**config.mk**
```make
export PLATFORM = sky130hd
export DESIGN_NAME = cmdr_ctrl
export DESIGN_NICKNAME = d
export VERILOG_FILES = /design/src/hdl/cmdr_pkg.sv /design/src/hdl/cmdr_ctrl.sv
export SDC_FILE = /design/constraint.sdc
export NUM_CORES = 1
export LEC_CHECK = 0
export BUFFER_PORTS_ARGS = -buffer_cell sky130_fd_sc_hd__buf_2
export CORE_MARGIN = 10
export CORE_UTILIZATION = 35
export CTS_CLUSTER_DIAMETER = 120
export DETAILED_ROUTE_END_ITERATION = 16
export HOLD_SLACK_MARGIN = 0.05
export PLACE_DENSITY = 0.57
export SLEW_MARGIN = 30
export SYNTH_ARGS = -nofsm -noshare
export SYNTH_HDL_FRONTEND = slang
export SYNTH_SLANG_ARGS = --single-unit
export TNS_END_PERCENT = 5
```
**constraint.sdc**
```tcl
create_clock -name clk -period 4.2 [get_ports clk]
set_input_delay 0.84 -clock clk [delete_from_list [all_inputs] [get_ports clk]]
set_output_delay 0.84 -clock clk [all_outputs]
set_load 0.005 [all_outputs]
```
**src/hdl/cmdr_pkg.sv**
```systemverilog
package cmdr_pkg;

	localparam int REGION_X_DEF = 32;
	localparam int REGION_Y_DEF = 32;
	localparam int REGION_Z_DEF = 32;

	localparam logic [1:0] MODE_DEPOSIT = 2'd0;
	localparam logic [1:0] MODE_READOUT = 2'd1;
	localparam logic [1:0] MODE_CLEAR   = 2'd2;
	localparam logic [1:0] MODE_NONE    = 2'd3;

	localparam logic [3:0] CFG_MESH_X    = 4'd0;
	localparam logic [3:0] CFG_MESH_Y    = 4'd1;
	localparam logic [3:0] CFG_MESH_Z    = 4'd2;
	localparam logic [3:0] CFG_START_X   = 4'd3;
	localparam logic [3:0] CFG_START_Y   = 4'd4;
	localparam logic [3:0] CFG_INV_X     = 4'd5;
	localparam logic [3:0] CFG_INV_Y     = 4'd6;
	localparam logic [3:0] CFG_INV_Z     = 4'd7;

	typedef struct packed {
		logic [1:0]         mode;
		logic [31:0]        pos_x;
		logic [31:0]        pos_y;
		logic [31:0]        pos_z;
		logic signed [31:0] weight;
	} item_t;

	typedef struct packed {
		logic signed [47:0] value;
		logic [3:0]         cells_touched;
		logic               out_of_range;
		logic               saturated;
	} result_t;

	typedef enum logic [3:0] {
		S_INIT_CLR,
		S_IDLE,
		S_MUL,
		S_WRAP,
		S_REL,
		S_ADDR,
		S_FACT,
		S_PROD,
		S_ACC,
		S_CLR,
		S_DONE
	} state_t;

	typedef struct packed {
		logic       load;
		logic       mul;
		logic       wrap;
		logic       rel;
		logic       addr;
		logic       fact;
		logic       prod;
		logic       acc;
		logic       clr_wr;
		logic [2:0] corner;
	} cmd_t;

	typedef struct packed {
		logic [1:0] mode;
		logic       oor;
		logic       corner_in;
		logic       clr_last;
	} sts_t;

endpackage

```
**src/hdl/cmdr_ctrl.sv**
```systemverilog
module cmdr_ctrl
	import cmdr_pkg::*;
(
	input  logic   clk,
	input  logic   arst_n,
	input  logic   start,
	input  sts_t   sts,
	output cmd_t   cmd,
	output logic   busy,
	output logic   done
);

	state_t     state_q, state_nx;
	logic [2:0] corner_q;

	always_ff @(posedge clk or negedge arst_n) begin
		if (!arst_n) begin
			state_q  <= S_INIT_CLR;
			corner_q <= '0;
		end else begin
			state_q <= state_nx;
			if (state_q == S_IDLE)
				corner_q <= '0;
			else if ((state_q == S_ADDR && !sts.corner_in) || state_q == S_ACC)
				corner_q <= corner_q + 3'd1;
		end
	end

	always_comb begin
		state_nx = state_q;
		case (state_q)
			S_INIT_CLR: if (sts.clr_last) state_nx = S_IDLE;
			S_IDLE:     if (start) state_nx = S_MUL;
			S_MUL: begin
				case (sts.mode)
					MODE_CLEAR: state_nx = S_CLR;
					MODE_NONE:  state_nx = S_DONE;
					default:    state_nx = S_WRAP;
				endcase
			end
			S_WRAP:     state_nx = S_REL;
			S_REL:      state_nx = sts.oor ? S_DONE : S_ADDR;
			S_ADDR: begin
				if (sts.corner_in)
					state_nx = S_FACT;
				else if (corner_q == 3'd7)
					state_nx = S_DONE;
			end
			S_FACT:     state_nx = S_PROD;
			S_PROD:     state_nx = S_ACC;
			S_ACC:      state_nx = (corner_q == 3'd7) ? S_DONE : S_ADDR;
			S_CLR:      if (sts.clr_last) state_nx = S_DONE;
			S_DONE:     state_nx = S_IDLE;
			default:    state_nx = S_IDLE;
		endcase
	end

	always_comb begin
		cmd        = '0;
		cmd.load   = (state_q == S_IDLE) && start;
		cmd.mul    = (state_q == S_MUL);
		cmd.wrap   = (state_q == S_WRAP);
		cmd.rel    = (state_q == S_REL);
		cmd.addr   = (state_q == S_ADDR);
		cmd.fact   = (state_q == S_FACT);
		cmd.prod   = (state_q == S_PROD);
		cmd.acc    = (state_q == S_ACC);
		cmd.clr_wr = (state_q == S_CLR) || (state_q == S_INIT_CLR);
		cmd.corner = corner_q;
		busy       = (state_q != S_IDLE);
		done       = (state_q == S_DONE);
	end

	a_done_one: assert property (@(posedge clk) disable iff (!arst_n)
		done |=> !done) else $error("done held");
	a_accept_busy: assert property (@(posedge clk) disable iff (!arst_n)
		(start && !busy) |=> busy) else $error("accept without busy");
	a_acc_inside: assert property (@(posedge clk) disable iff (!arst_n)
		cmd.acc |-> $past(cmd.prod, 1) && $past(cmd.fact, 2)) else $error("corner seq");
	a_no_clr_corner: assert property (@(posedge clk) disable iff (!arst_n)
		cmd.clr_wr |-> !cmd.acc && !done) else $error("clear overlap");

endmodule

```
After elaboration in Yosys (flattened, before gate mapping)
Cells that the tools add are included.
{"block": "op_classes", "n_reduce_logical": 8, "add_sub_neg": 1, "eq_ne": 18, "n_mux": 11}
{"cell": "$pmux W4 S10", "count": 1}
{"cell": "$mux W4", "count": 7}
{"cell": "$eq A4 B3 Y1 const B", "count": 4}
{"cell": "$eq A4 B4 Y1 const B", "count": 3}
{"cell": "$eq A4 B2 Y1 const B", "count": 2}
{"cell": "$pmux W4 S2", "count": 1}
{"cell": "$mux W3", "count": 2}
{"cell": "$ne A2 B2 Y1 const B", "count": 3}
{"cell": "$eq A2 B2 Y1 const B", "count": 2}
{"cell": "$eq A4 B1 Y1 const B", "count": 1}
{"cell": "$logic_not A4 Y1", "count": 1}
{"cell": "$ne A4 B1 Y1 const B", "count": 1}
{"cell": "$reduce_and A4 Y1", "count": 1}
{"cell": "$add A3 B1 Y3 const B", "count": 1}
{"cell": "$eq A3 B3 Y1 const B", "count": 1}
{"cell": "$ne A3 B2 Y1 const B", "count": 1}
{"cell": "$logic_and A1 B1 Y1", "count": 2}
{"cell": "$logic_or A1 B1 Y1", "count": 2}
{"cell": "$reduce_bool A2 Y1", "count": 1}
{"cell": "$logic_not A1 Y1", "count": 1}
{"block": "word_totals", "out_inout_bits": 14, "in_bits": 8, "word_cells": 40, "ff_bits": 7}

Logic depth before layout (Yosys ltp)
{"block": "depth", "ltp_word": 5, "depth_mapped": 7, "ltp_nobuf": 6}

Worst setup path after synthesis
OpenSTA, ideal clock, no wires.
{"block": "synth_path", "kind": "reg2out", "start": "reg state_q[1]", "end": "out cmd[11] (netlist name)", "stages_incl_launch_ff": 5, "arrival_ns": 1.018, "n_path_buf": 1, "setup_slack_ns": 2.342, "cell_sequence": "dfrtp_1 -> buf_6 -> nand2b_4 -> nor3_2 -> and2_1"}
{"item": "start, declared", "line": "cmdr_ctrl.sv:13", "text": "state_t state_q, state_nx;"}
{"item": "start signal, assigned", "line": "cmdr_ctrl.sv:21", "text": "state_q <= state_nx;"}
{"item": "end, declared", "line": "cmdr_ctrl.sv:8", "text": "output cmd_t cmd,"}

==> results.sh <==
export IMPL_gp_congestion=0.7533
export IMPL_swShare=0.4438
export IMPL_ys_seq_elements=7
export IMPL_synthCells=72
export IMPL_insertion_delay_ns=0.24
export IMPL_crit_arrival_ns=1.63
export IMPL_core_area_um2=1745
export IMPL_stdcell_count=116
export IMPL_routed_wl_mm=1.483
export IMPL_areaGrowthSynthToFinish_pct=17.48
export IMPL_num_vias=569
export IMPL_ioPinCount=22
export IMPL_p_int_mw=0.2481
export IMPL_rows=15
export IMPL_die_area_um2=3957
export IMPL_pwr_share_clk=0.127
export IMPL_outcome="completed"
export IMPL_maxSlewHeadroom=0.6030
export IMPL_finalHoldViolCount=0
export IMPL_io_buffers=21
export IMPL_max_freq_mhz=405.2
export IMPL_synthDistinctLibCells=38
export IMPL_yosys_warnings=0
export IMPL_report_power_total_mw=0.4462
export IMPL_dp_hpwl_mm=1.186
export IMPL_syn_area_um2=644.4
export IMPL_yosysTopAreaCell="dfrtp_1"
export IMPL_grt_pass1_vias=557
export IMPL_end_kind="output pin"
export IMPL_final_cell_mix="buf_2 (21), nor2_1 (10), dfrtp_1 (7), nor3_1 (5), nand2b_1 (4)"
export IMPL_grt_max_degree=20
export IMPL_clock_sinks=7
export IMPL_postCtsSetupBuffers=0
export IMPL_postCtsHoldBufs=0
export IMPL_timing_worst_setup_path_type="flip-flop to output pin"
export IMPL_pwr_density_cell_nw_per_um2=589.4
export IMPL_root_buffer="clkbuf_4"
export IMPL_avgSynthCellArea_um2=8.950
export IMPL_layout_commonest_cell="buf_2"
export IMPL_routed_via_density=4.905
export IMPL_crit_fanout=18
export IMPL_hold_ws_ns=0.4183
export IMPL_numCtsBuffers=3
export IMPL_path_clk_slew_ns=0.04
export IMPL_die_h_um=62.91
export IMPL_p_switching_mw=0.1980
export IMPL_maxCapViolCount=0
export IMPL_p_comb_frac=0.526
export IMPL_setup_viol=0
export IMPL_wl_per_cell_um=12.78
export IMPL_power_frac_seq=0.347
export IMPL_antenna_found_initial=0
export IMPL_syn_nets=82
export IMPL_grt_pass1_wl_mm=2.546
export IMPL_finalSetupTns_ns=0
export IMPL_finalCritPeriodShare=0.5876
export IMPL_ant_nets=0
export IMPL_grt_overflow_total=0
export IMPL_drc_errors=0
export IMPL_start_util=0.3692
export IMPL_clock_path_buffers=2
export IMPL_synth_seq_area_share=0.2718
export IMPL_cts_tree="done"
export IMPL_ir_drop_v=0.0004288
export IMPL_slew_violations=0
export IMPL_cts_max_level=1
export IMPL_dieWidth_um=62.91
export IMPL_synth_top_area_frac=0.2718
export IMPL_finClkSkew_ns=0.0004608
export IMPL_synth_area_top_cells="dfrtp_1 (27%), nor2_1 (5.8%), buf_6 (5.2%), o32a_1 (4.7%), nand2b_4 (4.3%)"
export IMPL_track_usage=0.07606
export IMPL_dp_cells=112
export IMPL_cts_resized=0
export IMPL_antenna_cells=0
export IMPL_rsz0062_at_grt="false"
export IMPL_tightest_slew_ns=0.5955
export IMPL_dr_pass1_iters=4
export IMPL_nets=102
export IMPL_leakage_nw=0.3551
export IMPL_drive_gt1_frac=0.3407
export IMPL_drtIter0Drc=5
export IMPL_worstPathRequired_ns=3.36
export IMPL_hold_path_class="input pin to async pin"
export IMPL_period_minus_slack_ns=2.468
export IMPL_critPathLaunchType="flip-flop"
area by class of cell:
class | instances | area [µm²]
inverters | 4 | 15.01
multi-input cells | 55 | 404.1
flip-flops and latches | 7 | 175.2
repair buffers | 21 | 105.1
clock buffers | 4 | 26.28
well taps | 25 | 31.28
fillers | 186 | 988.4
Yosys cell counts:
master and instances:
nand2b_1 4, nand4bb_1 1, o21a_1 1, clkbuf_1 1, a21oi_1 2, o22a_1 3
buf_4 1, o32ai_1 1, nor3_2 1, nor4_1 1, a211oi_1 1, nor4bb_1 1
dfrtp_1 7, nand2_1 1, nand3_2 1, or3b_1 1, a21boi_0 1, nor2_1 10
nor3_1 5, o21ai_1 1, and2_1 1, or3_1 1, ha_1 2, inv_2 1
nor2b_1 1, a21oi_2 1, xnor2_1 1, nor4b_1 1, nand2b_4 2, buf_2 1
a31oi_1 1, o32a_1 3, inv_1 3, nor3b_1 1, xor2_2 1, o22ai_1 1
buf_6 3, mux2i_1 2
final timing paths:
path | from | end | slack, ns | depth (start not counted)
max | state_q[0]$_DFFE_PN0P_ | cmd[11] | 1.73 | 4
min reg2reg | corner_q[1]$_DFFE_PN0P_ | corner_q[1]$_DFFE_PN0P_ | 0.56 | 2
max in group asynchronous | arst_n | corner_q[1]$_DFFE_PN0P_ | 3.63 | 1
min | arst_n | state_q[1]$_DFFE_PN0P_ | 0.42 | 1
min in group clk | corner_q[1]$_DFFE_PN0P_ | corner_q[1]$_DFFE_PN0P_ | 0.56 | 2
max reg2reg | state_q[1]$_DFFE_PN0P_ | state_q[0]$_DFFE_PN0P_ | 2.39 | 6
sequential cells by signal, summed over array words and instances (netlist names):
| register | cells |
|---|---|
| state_q | 4 |
| corner_q | 3 |
logic make-up (layout without fill, tap and decap cells):
kind of cell / count (synthesis) / count (layout) / synth area share
AOI/OAI and AO/OA: 16 / 16 / 0.1923
xor gates and xnor gates: 2 / 2 / 0.03884
adders and majority gates: 2 / 2 / 0.03883
buffers and inverters: 10 / 29 / 0.1010
DFF: 7 / 7 / 0.2718
muxes: 2 / 2 / 0.03107
and+or+nand+nor: 33 / 33 / 0.3262
layer usage:
layer | share of wire | vias up | wire length, µm | GRT usage
met1 | 0.44 | 261 | 652 | 0.08517
met2 | 0.51 | 8 | 761 | 0.1218
met3 | 0.043 | 2 | 64 | 0.03763
li1 | - | 298 | - | -
met4 | 0.0040 | 0 | 6 | 0.02514
met5 | 0 | - | 0 | 0
worst max-delay path, stage by stage (launching register included):
cell and delay (ns):
dfrtp_1 0.71, nand2b_4 0.11, nor3_2 0.28, and2_1 0.17, buf_2 0.11
power by group through the flow:
| stage | clock network [mW] | registers (mW) | logic (mW) |
|---|---|---|---|
| 4_1_cts | 0.0611 | 0.155 | 0.239 |
| 3_5_place_dp | 0 | 0.156 | 0.239 |
| 6_report | 0.0565 | 0.155 | 0.235 |
| 5_1_grt | 0.0689 | 0.165 | 0.263 |
| 2_1_floorplan | 0 | 0.101 | 0.249 |
| 3_3_place_gp | 0 | 0.155 | 0.240 |
per-stage QoR:
step | setup slack [ns] | utilization | cell area, µm²
after floorplan | 2.342 | - | 644.4
after global placement | 2.010 | 0.4186 | 730.7
after detailed placement | 1.965 | 0.4186 | 730.7
after CTS | 1.696 | 0.4337 | 757.0
after global routing | 1.538 | 0.4337 | 757.0
final | 1.732 | 0.4337 | 757.0
No activity file was read; power rests on OpenSTA's default activity.
